--- src/pzmp_pkg.sv ---
// shared constants, types and helpers for the point zone minimum and pixel projection core
`timescale 1ns / 1ps

package pzmp_pkg;

    // default parameter values
    localparam int unsigned MAX_RANGE_MM = 3000;
    localparam int unsigned COORD_BITS   = 16;

    // fixed field widths
    localparam int unsigned CAM_W     = 16;   // focal lengths and centers, Q12.4
    localparam int unsigned FRAC_BITS = 4;
    localparam int unsigned PIX_W     = 12;
    localparam int unsigned DIST_W    = 12;
    localparam int unsigned SIZE_W    = 13;
    localparam int unsigned LIMIT_W   = 15;
    localparam int unsigned QSHIFT    = FRAC_BITS + PIX_W;
    localparam int unsigned DEPTH_CAP = 4095;

    // serial step counts
    localparam int unsigned MUL_STEPS = CAM_W;
    localparam int unsigned DIV_STEPS = PIX_W;

    // result word layout
    localparam int unsigned OUT_FIELDS_W = 2 * PIX_W + 3 * DIST_W;
    localparam int unsigned OUT_W        = ((OUT_FIELDS_W + 7) / 8) * 8;

    // configuration port
    localparam int unsigned CFG_IDX_W  = 4;
    localparam int unsigned CFG_DATA_W = 16;

    localparam logic [CFG_IDX_W-1:0] REG_FOCAL_X      = 4'd0;
    localparam logic [CFG_IDX_W-1:0] REG_FOCAL_Y      = 4'd1;
    localparam logic [CFG_IDX_W-1:0] REG_CENTER_X     = 4'd2;
    localparam logic [CFG_IDX_W-1:0] REG_CENTER_Y     = 4'd3;
    localparam logic [CFG_IDX_W-1:0] REG_IMAGE_WIDTH  = 4'd4;
    localparam logic [CFG_IDX_W-1:0] REG_IMAGE_HEIGHT = 4'd5;
    localparam logic [CFG_IDX_W-1:0] REG_BAND_LIMIT   = 4'd6;
    localparam logic [CFG_IDX_W-1:0] REG_ZONE_LIMIT   = 4'd7;

    // register reset values
    localparam logic [CAM_W-1:0]   RST_FOCAL_X      = 16'd9600;
    localparam logic [CAM_W-1:0]   RST_FOCAL_Y      = 16'd9600;
    localparam logic [CAM_W-1:0]   RST_CENTER_X     = 16'd5120;
    localparam logic [CAM_W-1:0]   RST_CENTER_Y     = 16'd3840;
    localparam logic [SIZE_W-1:0]  RST_IMAGE_WIDTH  = 13'd640;
    localparam logic [SIZE_W-1:0]  RST_IMAGE_HEIGHT = 13'd480;
    localparam logic [LIMIT_W-1:0] RST_BAND_LIMIT   = 15'd500;
    localparam logic [LIMIT_W-1:0] RST_ZONE_LIMIT   = 15'd300;

    // status of one projection lane
    typedef struct packed {
        logic             done;
        logic             fits;
        logic [PIX_W-1:0] q;
    } lane_status_t;

    // the three zone minima
    typedef struct packed {
        logic [DIST_W-1:0] right;
        logic [DIST_W-1:0] center;
        logic [DIST_W-1:0] left;
    } zone_mins_t;

    // start value of a zone minimum, saturated to the depth field
    function automatic logic [DIST_W-1:0] range_reset(input int unsigned range_mm);
        logic [DIST_W-1:0] r;
        r = (range_mm > DEPTH_CAP) ? DIST_W'(DEPTH_CAP) : DIST_W'(range_mm);
        return r;
    endfunction

endpackage

--- src/pzmp_lane.sv ---
// one projection lane: bit-serial multiply-accumulate and bit-serial rounding divider
`timescale 1ns / 1ps

module pzmp_lane #(
    parameter int unsigned COORD_BITS = pzmp_pkg::COORD_BITS
) (
    input  logic                          clk,
    input  logic                          rst_n,
    input  logic                          start,
    input  logic signed [COORD_BITS-1:0]  coord,
    input  logic signed [COORD_BITS-1:0]  depth,
    input  logic [pzmp_pkg::CAM_W-1:0]    focal,
    input  logic [pzmp_pkg::CAM_W-1:0]    center,
    output pzmp_pkg::lane_status_t        status
);

    localparam int unsigned CAM_W  = pzmp_pkg::CAM_W;
    localparam int unsigned PIX_W  = pzmp_pkg::PIX_W;
    localparam int unsigned QSHIFT = pzmp_pkg::QSHIFT;
    localparam int unsigned AW     = COORD_BITS + 2;          // running partial sum
    localparam int unsigned NW     = COORD_BITS + CAM_W + 2;  // full signed product sum
    localparam int unsigned SW     = COORD_BITS + CAM_W + 1;  // rounded magnitude
    localparam int unsigned RW     = COORD_BITS - 1;          // divider remainder
    localparam int unsigned CNT_W  = $clog2(pzmp_pkg::MUL_STEPS);
    localparam logic [CNT_W-1:0] MUL_LAST = CNT_W'(pzmp_pkg::MUL_STEPS - 1);
    localparam logic [CNT_W-1:0] DIV_LAST = CNT_W'(pzmp_pkg::DIV_STEPS - 1);

    typedef enum logic [2:0] {
        L_IDLE,
        L_MUL,
        L_SUM,
        L_CMP,
        L_DIV,
        L_DONE
    } lane_state_t;

    lane_state_t             state_reg, state_next;
    logic [CNT_W-1:0]        cnt_reg, cnt_next;
    logic signed [AW-1:0]    acc_reg, acc_next;
    logic [CAM_W-1:0]        mult_reg, mult_next;
    logic [CAM_W-1:0]        cen_reg, cen_next;
    logic signed [COORD_BITS-1:0] coord_reg, coord_next;
    logic signed [COORD_BITS-1:0] depth_reg, depth_next;
    logic [SW-1:0]           s_reg, s_next;
    logic                    neg_reg, neg_next;
    logic                    ovf_reg, ovf_next;
    logic [RW-1:0]           rem_reg, rem_next;
    logic [PIX_W-1:0]        quo_reg, quo_next;

    logic signed [AW-1:0]    add_c, add_d, psum;
    logic [NW-1:0]           prod, z8, sval;
    logic [SW-1:0]           ovf_lim;
    logic [COORD_BITS-1:0]   trial, dz, diff;
    logic                    ge;

    // multiply step: focal bit picks the coordinate, center bit picks the depth
    assign add_c = mult_reg[0] ? AW'(coord_reg) : AW'(0);
    assign add_d = cen_reg[0] ? AW'(depth_reg) : AW'(0);
    assign psum  = acc_reg + add_c + add_d;

    // magnitude plus half divisor: |n| + 8z, n negative turns into 8z - n
    assign prod = {acc_reg, mult_reg};
    assign z8   = NW'({depth_reg, 3'b000});
    assign sval = acc_reg[AW-1] ? (z8 - prod) : (prod + z8);

    // quotient of 4096 or more never lands in the image
    assign ovf_lim = SW'({depth_reg, {QSHIFT{1'b0}}});

    // restoring divide step, one quotient bit
    assign trial = {rem_reg, quo_reg[PIX_W-1]};
    assign dz    = $unsigned(depth_reg);
    assign ge    = trial >= dz;
    assign diff  = trial - dz;

    always_comb
    begin
        state_next = state_reg;
        cnt_next   = cnt_reg;
        acc_next   = acc_reg;
        mult_next  = mult_reg;
        cen_next   = cen_reg;
        coord_next = coord_reg;
        depth_next = depth_reg;
        s_next     = s_reg;
        neg_next   = neg_reg;
        ovf_next   = ovf_reg;
        rem_next   = rem_reg;
        quo_next   = quo_reg;
        if (start)
        begin
            state_next = L_MUL;
            cnt_next   = '0;
            acc_next   = '0;
            mult_next  = focal;
            cen_next   = center;
            coord_next = coord;
            depth_next = depth;
        end
        else
        begin
            unique case (state_reg)
                L_IDLE, L_DONE:
                begin
                end
                L_MUL:
                begin
                    acc_next  = psum >>> 1;
                    mult_next = {psum[0], mult_reg[CAM_W-1:1]};
                    cen_next  = cen_reg >> 1;
                    cnt_next  = cnt_reg + 1'b1;
                    if (cnt_reg == MUL_LAST)
                    begin
                        cnt_next   = '0;
                        state_next = L_SUM;
                    end
                end
                L_SUM:
                begin
                    neg_next   = acc_reg[AW-1];
                    s_next     = sval[SW-1:0];
                    state_next = L_CMP;
                end
                L_CMP:
                begin
                    ovf_next   = s_reg >= ovf_lim;
                    rem_next   = s_reg[QSHIFT+RW-1:QSHIFT];
                    quo_next   = s_reg[QSHIFT-1 -: PIX_W];
                    state_next = (s_reg >= ovf_lim) ? L_DONE : L_DIV;
                end
                L_DIV:
                begin
                    rem_next = ge ? diff[RW-1:0] : trial[RW-1:0];
                    quo_next = {quo_reg[PIX_W-2:0], ge};
                    cnt_next = cnt_reg + 1'b1;
                    if (cnt_reg == DIV_LAST)
                    begin
                        cnt_next   = '0;
                        state_next = L_DONE;
                    end
                end
                default:
                begin
                    state_next = L_IDLE;
                end
            endcase
        end
    end

    // lane sequencer and datapath registers
    always_ff @(posedge clk or negedge rst_n)
    begin
        if (!rst_n)
        begin
            state_reg <= L_IDLE;
            cnt_reg   <= '0;
            acc_reg   <= '0;
            mult_reg  <= '0;
            cen_reg   <= '0;
            coord_reg <= '0;
            depth_reg <= '0;
            s_reg     <= '0;
            neg_reg   <= 1'b0;
            ovf_reg   <= 1'b0;
            rem_reg   <= '0;
            quo_reg   <= '0;
        end
        else
        begin
            state_reg <= state_next;
            cnt_reg   <= cnt_next;
            acc_reg   <= acc_next;
            mult_reg  <= mult_next;
            cen_reg   <= cen_next;
            coord_reg <= coord_next;
            depth_reg <= depth_next;
            s_reg     <= s_next;
            neg_reg   <= neg_next;
            ovf_reg   <= ovf_next;
            rem_reg   <= rem_next;
            quo_reg   <= quo_next;
        end
    end

    // a negative result lands in the image only when it rounds to zero
    assign status.done = (state_reg == L_DONE);
    assign status.fits = !ovf_reg && (!neg_reg || (quo_reg == '0));
    assign status.q    = quo_reg;

endmodule

--- src/pzmp_zone.sv ---
// per-zone least depth tracker with snapshot on the last point of a cloud
`timescale 1ns / 1ps

module pzmp_zone #(
    parameter int unsigned COORD_BITS   = pzmp_pkg::COORD_BITS,
    parameter int unsigned MAX_RANGE_MM = pzmp_pkg::MAX_RANGE_MM
) (
    input  logic                           clk,
    input  logic                           rst_n,
    input  logic                           update,
    input  logic signed [COORD_BITS-1:0]   point_x,
    input  logic signed [COORD_BITS-1:0]   point_y,
    input  logic signed [COORD_BITS-1:0]   point_z,
    input  logic                           depth_finite,
    input  logic                           last_point,
    input  logic [pzmp_pkg::LIMIT_W-1:0]   band_limit,
    input  logic [pzmp_pkg::LIMIT_W-1:0]   zone_limit,
    output pzmp_pkg::zone_mins_t           snapshot
);

    localparam int unsigned DIST_W = pzmp_pkg::DIST_W;
    localparam int unsigned CW =
        ((COORD_BITS > pzmp_pkg::LIMIT_W) ? COORD_BITS : pzmp_pkg::LIMIT_W) + 2;
    localparam logic [DIST_W-1:0] RANGE_RESET = pzmp_pkg::range_reset(MAX_RANGE_MM);

    pzmp_pkg::zone_mins_t mins_reg, mins_next, snap_reg;
    logic signed [CW-1:0] xs, ys, zs, band_s, zone_s, cap_s;
    logic [DIST_W-1:0]    depth_sat;
    logic                 in_band;

    // widen to a common signed compare width
    assign xs     = CW'(point_x);
    assign ys     = CW'(point_y);
    assign zs     = CW'(point_z);
    assign band_s = $signed(CW'(band_limit));
    assign zone_s = $signed(CW'(zone_limit));
    assign cap_s  = $signed(CW'(pzmp_pkg::DEPTH_CAP));

    assign in_band   = (ys > -band_s) && (ys < band_s);
    assign depth_sat = (zs < 0) ? '0 :
                       ((zs > cap_s) ? DIST_W'(pzmp_pkg::DEPTH_CAP) : zs[DIST_W-1:0]);

    // pick the zone by lateral position and keep the smaller depth
    always_comb
    begin
        mins_next = mins_reg;
        if (depth_finite && in_band)
        begin
            priority if (xs < -zone_s)
            begin
                if (depth_sat < mins_reg.left)
                    mins_next.left = depth_sat;
            end
            else if (xs > zone_s)
            begin
                if (depth_sat < mins_reg.right)
                    mins_next.right = depth_sat;
            end
            else
            begin
                if (depth_sat < mins_reg.center)
                    mins_next.center = depth_sat;
            end
        end
    end

    // running minima, restarted after the last point
    always_ff @(posedge clk or negedge rst_n)
    begin
        if (!rst_n)
        begin
            mins_reg <= '{right: RANGE_RESET, center: RANGE_RESET, left: RANGE_RESET};
        end
        else if (update)
        begin
            if (last_point)
                mins_reg <= '{right: RANGE_RESET, center: RANGE_RESET, left: RANGE_RESET};
            else
                mins_reg <= mins_next;
        end
    end

    // minima including the last point
    always_ff @(posedge clk or negedge rst_n)
    begin
        if (!rst_n)
            snap_reg <= '0;
        else if (update && last_point)
            snap_reg <= mins_next;
    end

    assign snapshot = snap_reg;

endmodule

--- src/point_zone_min_and_pixel_project_core.sv ---
// top level: stream ports, configuration registers, sequencer and result register
`timescale 1ns / 1ps
// a finite point with positive depth runs in both lanes: the 16-step serial multiply,
//   then the 12-step serial divide, skipped in a lane whose quotient reaches 4096;
//   any other point goes straight to the result stage; the input is ready again only
//   once the result word is loaded, which waits while an earlier word is stalled
// reset: rst_n clears control state at once, restores register defaults and zone minima

module point_zone_min_and_pixel_project_core #(
    parameter int unsigned COORD_BITS   = pzmp_pkg::COORD_BITS,
    parameter int unsigned MAX_RANGE_MM = pzmp_pkg::MAX_RANGE_MM,
    localparam int unsigned IN_W        = ((3 * COORD_BITS + 7) / 8) * 8
) (
    input  logic                                clk,
    input  logic                                rst_n,
    // input words
    input  logic                                s_tvalid,
    output logic                                s_tready,
    input  logic [IN_W-1:0]                     s_tdata,   // point_x, point_y, point_z, zero pad
    input  logic [0:0]                          s_tuser,   // depth_finite
    input  logic                                s_tlast,   // last_point
    // result words
    output logic                                m_tvalid,
    input  logic                                m_tready,
    output logic [pzmp_pkg::OUT_W-1:0]          m_tdata,   // pixel_u, pixel_v, nearest_left,
                                                           // nearest_center, nearest_right, pad
    output logic [0:0]                          m_tuser,   // in_image
    output logic                                m_tlast,   // distances_ready
    // configuration writes
    input  logic                                cfg_valid,
    output logic                                cfg_ready,
    input  logic [pzmp_pkg::CFG_IDX_W-1:0]      cfg_index,
    input  logic [pzmp_pkg::CFG_DATA_W-1:0]     cfg_data
);

    localparam int unsigned CAM_W   = pzmp_pkg::CAM_W;
    localparam int unsigned PIX_W   = pzmp_pkg::PIX_W;
    localparam int unsigned SIZE_W  = pzmp_pkg::SIZE_W;
    localparam int unsigned LIMIT_W = pzmp_pkg::LIMIT_W;
    localparam int unsigned PAD_W   = pzmp_pkg::OUT_W - pzmp_pkg::OUT_FIELDS_W;

    typedef enum logic [1:0] {
        S_IDLE,
        S_RUN,
        S_DONE
    } core_state_t;

    // configuration registers
    logic [CAM_W-1:0]   focal_x_reg, focal_y_reg, center_x_reg, center_y_reg;
    logic [SIZE_W-1:0]  image_width_reg, image_height_reg;
    logic [LIMIT_W-1:0] band_limit_reg, zone_limit_reg;

    // sequencer and result registers
    core_state_t          state_reg, state_next;
    logic                 last_reg, last_next;
    logic                 proj_reg, proj_next;
    logic                 m_tvalid_reg, m_tvalid_next;
    logic [PIX_W-1:0]     pixel_u_reg, pixel_u_next;
    logic [PIX_W-1:0]     pixel_v_reg, pixel_v_next;
    logic                 in_image_reg, in_image_next;
    logic                 ready_reg, ready_next;
    pzmp_pkg::zone_mins_t near_reg, near_next;

    logic signed [COORD_BITS-1:0] x_in, y_in, z_in;
    logic                 accept, proj_in, start, load_out, u_in, v_in, pix_ok;
    pzmp_pkg::lane_status_t lane_u, lane_v;
    pzmp_pkg::zone_mins_t   snapshot;

    // unpack the input word
    assign x_in    = $signed(s_tdata[COORD_BITS-1:0]);
    assign y_in    = $signed(s_tdata[2*COORD_BITS-1:COORD_BITS]);
    assign z_in    = $signed(s_tdata[3*COORD_BITS-1:2*COORD_BITS]);
    assign accept  = s_tvalid && s_tready;
    assign proj_in = s_tuser[0] && !z_in[COORD_BITS-1] && (z_in != '0);
    assign start   = accept && proj_in;

    pzmp_lane #(
        .COORD_BITS (COORD_BITS)
    ) u_lane_u (
        .clk    (clk),
        .rst_n  (rst_n),
        .start  (start),
        .coord  (x_in),
        .depth  (z_in),
        .focal  (focal_x_reg),
        .center (center_x_reg),
        .status (lane_u)
    );

    pzmp_lane #(
        .COORD_BITS (COORD_BITS)
    ) u_lane_v (
        .clk    (clk),
        .rst_n  (rst_n),
        .start  (start),
        .coord  (y_in),
        .depth  (z_in),
        .focal  (focal_y_reg),
        .center (center_y_reg),
        .status (lane_v)
    );

    pzmp_zone #(
        .COORD_BITS   (COORD_BITS),
        .MAX_RANGE_MM (MAX_RANGE_MM)
    ) u_zone (
        .clk          (clk),
        .rst_n        (rst_n),
        .update       (accept),
        .point_x      (x_in),
        .point_y      (y_in),
        .point_z      (z_in),
        .depth_finite (s_tuser[0]),
        .last_point   (s_tlast),
        .band_limit   (band_limit_reg),
        .zone_limit   (zone_limit_reg),
        .snapshot     (snapshot)
    );

    // configuration writes, unknown indexes dropped
    assign cfg_ready = 1'b1;

    always_ff @(posedge clk or negedge rst_n)
    begin
        if (!rst_n)
        begin
            focal_x_reg      <= pzmp_pkg::RST_FOCAL_X;
            focal_y_reg      <= pzmp_pkg::RST_FOCAL_Y;
            center_x_reg     <= pzmp_pkg::RST_CENTER_X;
            center_y_reg     <= pzmp_pkg::RST_CENTER_Y;
            image_width_reg  <= pzmp_pkg::RST_IMAGE_WIDTH;
            image_height_reg <= pzmp_pkg::RST_IMAGE_HEIGHT;
            band_limit_reg   <= pzmp_pkg::RST_BAND_LIMIT;
            zone_limit_reg   <= pzmp_pkg::RST_ZONE_LIMIT;
        end
        else if (cfg_valid && cfg_ready)
        begin
            unique case (cfg_index)
                pzmp_pkg::REG_FOCAL_X:      focal_x_reg      <= cfg_data;
                pzmp_pkg::REG_FOCAL_Y:      focal_y_reg      <= cfg_data;
                pzmp_pkg::REG_CENTER_X:     center_x_reg     <= cfg_data;
                pzmp_pkg::REG_CENTER_Y:     center_y_reg     <= cfg_data;
                pzmp_pkg::REG_IMAGE_WIDTH:  image_width_reg  <= cfg_data[SIZE_W-1:0];
                pzmp_pkg::REG_IMAGE_HEIGHT: image_height_reg <= cfg_data[SIZE_W-1:0];
                pzmp_pkg::REG_BAND_LIMIT:   band_limit_reg   <= cfg_data[LIMIT_W-1:0];
                pzmp_pkg::REG_ZONE_LIMIT:   zone_limit_reg   <= cfg_data[LIMIT_W-1:0];
                default:
                begin
                end
            endcase
        end
    end

    // bounds test; lane quotients are below 4096 so wider sizes act as 4096
    assign u_in   = lane_u.fits && ({1'b0, lane_u.q} < image_width_reg);
    assign v_in   = lane_v.fits && ({1'b0, lane_v.q} < image_height_reg);
    assign pix_ok = proj_reg && u_in && v_in;

    assign load_out = (state_reg == S_DONE) && (!m_tvalid_reg || m_tready);

    // sequencer and result register
    always_comb
    begin
        state_next    = state_reg;
        last_next     = last_reg;
        proj_next     = proj_reg;
        m_tvalid_next = m_tvalid_reg;
        pixel_u_next  = pixel_u_reg;
        pixel_v_next  = pixel_v_reg;
        in_image_next = in_image_reg;
        ready_next    = ready_reg;
        near_next     = near_reg;
        if (m_tvalid_reg && m_tready)
            m_tvalid_next = 1'b0;
        unique case (state_reg)
            S_IDLE:
            begin
                if (accept)
                begin
                    last_next  = s_tlast;
                    proj_next  = proj_in;
                    state_next = proj_in ? S_RUN : S_DONE;
                end
            end
            S_RUN:
            begin
                if (lane_u.done && lane_v.done)
                    state_next = S_DONE;
            end
            S_DONE:
            begin
                if (load_out)
                begin
                    m_tvalid_next = 1'b1;
                    pixel_u_next  = pix_ok ? lane_u.q : '0;
                    pixel_v_next  = pix_ok ? lane_v.q : '0;
                    in_image_next = pix_ok;
                    ready_next    = last_reg;
                    near_next     = last_reg ? snapshot : '0;
                    state_next    = S_IDLE;
                end
            end
            default:
            begin
                state_next = S_IDLE;
            end
        endcase
    end

    always_ff @(posedge clk or negedge rst_n)
    begin
        if (!rst_n)
        begin
            state_reg    <= S_IDLE;
            last_reg     <= 1'b0;
            proj_reg     <= 1'b0;
            m_tvalid_reg <= 1'b0;
            pixel_u_reg  <= '0;
            pixel_v_reg  <= '0;
            in_image_reg <= 1'b0;
            ready_reg    <= 1'b0;
            near_reg     <= '0;
        end
        else
        begin
            state_reg    <= state_next;
            last_reg     <= last_next;
            proj_reg     <= proj_next;
            m_tvalid_reg <= m_tvalid_next;
            pixel_u_reg  <= pixel_u_next;
            pixel_v_reg  <= pixel_v_next;
            in_image_reg <= in_image_next;
            ready_reg    <= ready_next;
            near_reg     <= near_next;
        end
    end

    // port drive
    assign s_tready   = (state_reg == S_IDLE);
    assign m_tvalid   = m_tvalid_reg;
    assign m_tdata    = {{PAD_W{1'b0}}, near_reg.right, near_reg.center, near_reg.left,
                         pixel_v_reg, pixel_u_reg};
    assign m_tuser[0] = in_image_reg;
    assign m_tlast    = ready_reg;

`ifndef ASSERT_OFF
    // a stalled result word holds still until taken
    a_hold_result: assert property (@(posedge clk) disable iff (!rst_n)
        (m_tvalid && !m_tready) |=>
            (m_tvalid && $stable(m_tdata) && $stable(m_tuser) && $stable(m_tlast)))
        else $error("result word changed while stalled");

    // an in-image pixel lies inside the configured image
    a_pixel_bounds: assert property (@(posedge clk) disable iff (!rst_n)
        (m_tvalid && m_tuser[0]) |->
            (({1'b0, pixel_u_reg} < image_width_reg) &&
             ({1'b0, pixel_v_reg} < image_height_reg)))
        else $error("in-image pixel outside image bounds");

    // pixel fields are zero when the point is not in the image
    a_pixel_zero: assert property (@(posedge clk) disable iff (!rst_n)
        (m_tvalid && !m_tuser[0]) |-> ((pixel_u_reg == '0) && (pixel_v_reg == '0)))
        else $error("pixel fields set on a point outside the image");

    // reported minima never exceed the start range, and are zero off the last point
    a_near_range: assert property (@(posedge clk) disable iff (!rst_n)
        m_tvalid |->
            (m_tlast ? ((near_reg.left <= pzmp_pkg::range_reset(MAX_RANGE_MM)) &&
                        (near_reg.center <= pzmp_pkg::range_reset(MAX_RANGE_MM)) &&
                        (near_reg.right <= pzmp_pkg::range_reset(MAX_RANGE_MM)))
                     : (near_reg == '0)))
        else $error("zone minimum out of range");
`endif

endmodule

--- config.mk ---
export PLATFORM = sky130hd
export DESIGN_NAME = point_zone_min_and_pixel_project_core
export DESIGN_NICKNAME = d
export VERILOG_FILES = /design/src/pzmp_pkg.sv /design/src/pzmp_lane.sv /design/src/pzmp_zone.sv /design/src/point_zone_min_and_pixel_project_core.sv
export SDC_FILE = /design/constraint.sdc
export NUM_CORES = 2
export LEC_CHECK = 0
export BUFFER_PORTS_ARGS = -buffer_cell sky130_fd_sc_hd__buf_2
export CORE_MARGIN = 3
export CORE_UTILIZATION = 45
export CTS_CLUSTER_DIAMETER = 40
export CTS_CLUSTER_SIZE = 10
export DETAILED_ROUTE_END_ITERATION = 6
export PLACE_DENSITY_LB_ADDON = 0.15
export SETUP_SLACK_MARGIN = 0.5
export SYNTH_ARGS = -nofsm -noshare
export SYNTH_HDL_FRONTEND = slang
export SYNTH_SLANG_ARGS = --single-unit
--- constraint.sdc ---
create_clock -name clk -period 5.4 [get_ports clk]
set_input_delay 1.08 -clock clk [delete_from_list [all_inputs] [get_ports clk]]
set_output_delay 1.08 -clock clk [all_outputs]
set_load 0.05 [all_outputs]
==> results.txt <==
outcome: completed
count leader, synth: nand2_1
dpl hpwl: 74.7 mm
Synth top area share: 35.6%
GRT met1 Usage: 35.2%
HP Class: input pin to asynchronous set/reset pin
H-tree depth: 3
CP max stage delay: 610 ps
Peak VDD IR: 0.352 mV
busiest metal layer after global routing: met2
Vias/cell: 5.48
Setup CP Type: flip-flop to flip-flop
grt total ovfl: 0
Synth Flop Type: dfrtp_1
DR vias: 28300
RSZ-0062 raised after global routing: false
Post-DP Area: 0.0363 mm^2
row count: 100
initial antenna violation count: 3
cell mode on critical path: o211ai_1
Crit-path slowest cell: or4_1
WP data required: 5940 ps
Startpoint Class: flip-flop
Unique masters post-synth: 88
die area: 0.0801 mm^2
Max-slew headroom: 22.0%
post-route cell area: 0.0399 mm^2
worst endpoint data arrival time: 5180 ps
Setup Buffers After CTS: 0
Yosys warnings: 0
largest net degree at the start of global routing: 113
die width: 283 um
CP Max Fanout: 12
share of async-settable or async-resettable flops after synthesis: 100%
M3 GR Usage: 4.87%
met2 Use GR: 38.7%
TNS Setup: 0 ps
clock sinks: 543
number of global-route vias before repair: 27300
Max Cap Viol: 0
Seq/Total Area, Yosys: 39.5%
Boundary Pins: 144
Post-CTS Hold Fix Bufs: 0
worst slew pin tran: 1170 ps
Util after Layout: 53.0%
Total Routing Usage GR: 25.1%
CTS Buf Count: 101
Lkg Pwr: 0.0189 uW
share of cells above drive strength 1: 13.1%
Critical Path, Cell by Cell: inv_1, nand3_1, or4_1, or3_1, nor2_1, ha_1, nand4_1, nor4_1, o211ai_1, o211ai_1, o211ai_1, or2_0, or4_1, a21o_1, a22o_1
initial core utilization: 45.9%
Nets: 4448
minimum clock period: 4640 ps
period utilization: 86.0%
Fmax: 0.215 GHz
core area: 0.0752 mm^2
worst skew pair latency: 660 ps
Syn Inst Count: 3946
first-pass GRT wire length: 160 mm
area grow syn2layout: 15.4%
CTS resizes: 0
synth cell count leaders: nand2_1 (694), dfrtp_1 (492), o21ai_0 (386)
drt drc: 0
Yosys reg bits: 543
DRT iter0 DRCs: 1900
Clock Path Buffers: 3
CTS tree: built
Final ANT Viol Nets: 0
count of final hold-check violations: 0
Power Density: 653 mW/mm^2
CP endpoint kind: flip-flop
WL/cell: 19.7 um
final setup fails: 0
Synth area leaders: dfrtp_1 (36%), ha_1 (10%), nand2_1 (7.5%)
Total Wirelength: 102 mm
GPL Wtd Cong: 0.903
Mean Syn Cell Area: 8.76 um^2
Post-synth EDFFs: 0
clk root buf: clkbuf_16
DR pass1 iterations: 5
Final Skew: 31.8 ps
max-slew violation count: 0
Synth Cell Area: 0.0345 mm^2
Die Ht: 283 um
post-synth top area cell: dfrtp_1
Worst-path clk slew: 50 ps
Port Buffers: 138
-- cell type report --
| type | instances | area [um^2] |
|---|---|---|
| clock inverter | 60 | 835 |
| timing repair buffer | 187 | 1140 |
| sequential | 543 | 13700 |
| multi-input combinational | 2918 | 19100 |
| fill | 7093 | 35300 |
| inverter | 300 | 1130 |
| tap | 1020 | 1280 |
| antenna | 1 | 2.50 |
| clock buffer | 129 | 2750 |
-- worst max-delay path, delay by kind of cell (launching register included) --
kind,cells,cell delay [ps]
AOI/OAI and AO/OA,5,1300
adders and majority gates,1,160
buffers and inverters,1,110
DFF,1,360
and+or+nand+nor,8,2600
-- power breakdown --
group | leakage (uW) | switching (uW) | internal [uW]
sequential | 0.00674 | 1550 | 5570
combinational | 0.0104 | 7510 | 4850
clock | 0.00175 | 2290 | 4270
-- metrics by stage --
step           cells  hold slack (ps)  setup WS [ps]  total power [uW]
5_1_grt         5157              485            503             28200
4_1_cts         5157              466            747             26100
3_5_place_dp    4968              453            582             19400
6_report        5158              454            756             26000
2_1_floorplan   3949              433           1130             15900
3_3_place_gp    4968              441            650             19200
-- path summary, 6_finish.rpt --
path / end / slack (ps) / cells after the start / from
worst max-delay path: u_zone.mins_reg[25] / 760 / 15 / band_limit_reg[8]
worst min-delay path: pixel_u_reg[10] / 450 / 1 / rst_n
worst max register to register: u_zone.mins_reg[25] / 760 / 15 / band_limit_reg[8]
worst min register to register: u_lane_u.cen_reg[15] / 460 / 2 / center_x_reg[15]
max in group asynchronous: band_limit_reg[13] / 3790 / 2 / rst_n
min in group clk: u_lane_u.cen_reg[15] / 460 / 2 / center_x_reg[15]
-- logic make-up after synthesis --
logic type | count (synthesis) | synth area share (%)
other | 2 | 0.0217
AOI/OAI and AO/OA | 986 | 17.5
and+or+nand+nor | 1320 | 16.8
buffers and inverters | 488 | 5.46
muxes | 161 | 4.97
xor gates and xnor gates | 122 | 3.09
DFF | 543 | 39.5
adders and majority gates | 324 | 12.6
-- layout by cell type, fill, tap and decap left out, types with 12 or more instances in the layout --
cell / count
or3_1: 22
o211ai_1: 17
a21o_1: 45
dfstp_2: 51
fa_1: 40
o221ai_1: 15
nand2b_1: 35
nor2b_1: 34
and3_1: 14
nand3_1: 60
inv_1: 299
nand2_1: 693
bufinv_16: 13
xor2_1: 17
clkbuf_16: 101
a31oi_1: 57
nand4_1: 27
buf_4: 43
o31ai_1: 14
buf_2: 137
a21oi_1: 223
clkbuf_8: 12
o21a_1: 26
dfrtp_1: 492
clkbuf_1: 16
nor4_1: 32
o41ai_1: 12
nor2_1: 255
nor3_1: 68
a22oi_1: 19
mux2_2: 83
a22o_1: 33
clkinv_2: 16
ha_1: 282
o21ai_0: 386
mux2i_1: 78
and2_1: 13
a211oi_1: 25
xnor2_1: 105
-- routing by layer --
metal | vias to the layer above | share of wire, %
met2 | 709 | 44
li1 | 13900 | -
met1 | 13400 | 46
met4 | 2 | 3.8
met5 | - | 0.0069
met3 | 170 | 6.1
Note: power is estimated with default switching activity, not from simulation.
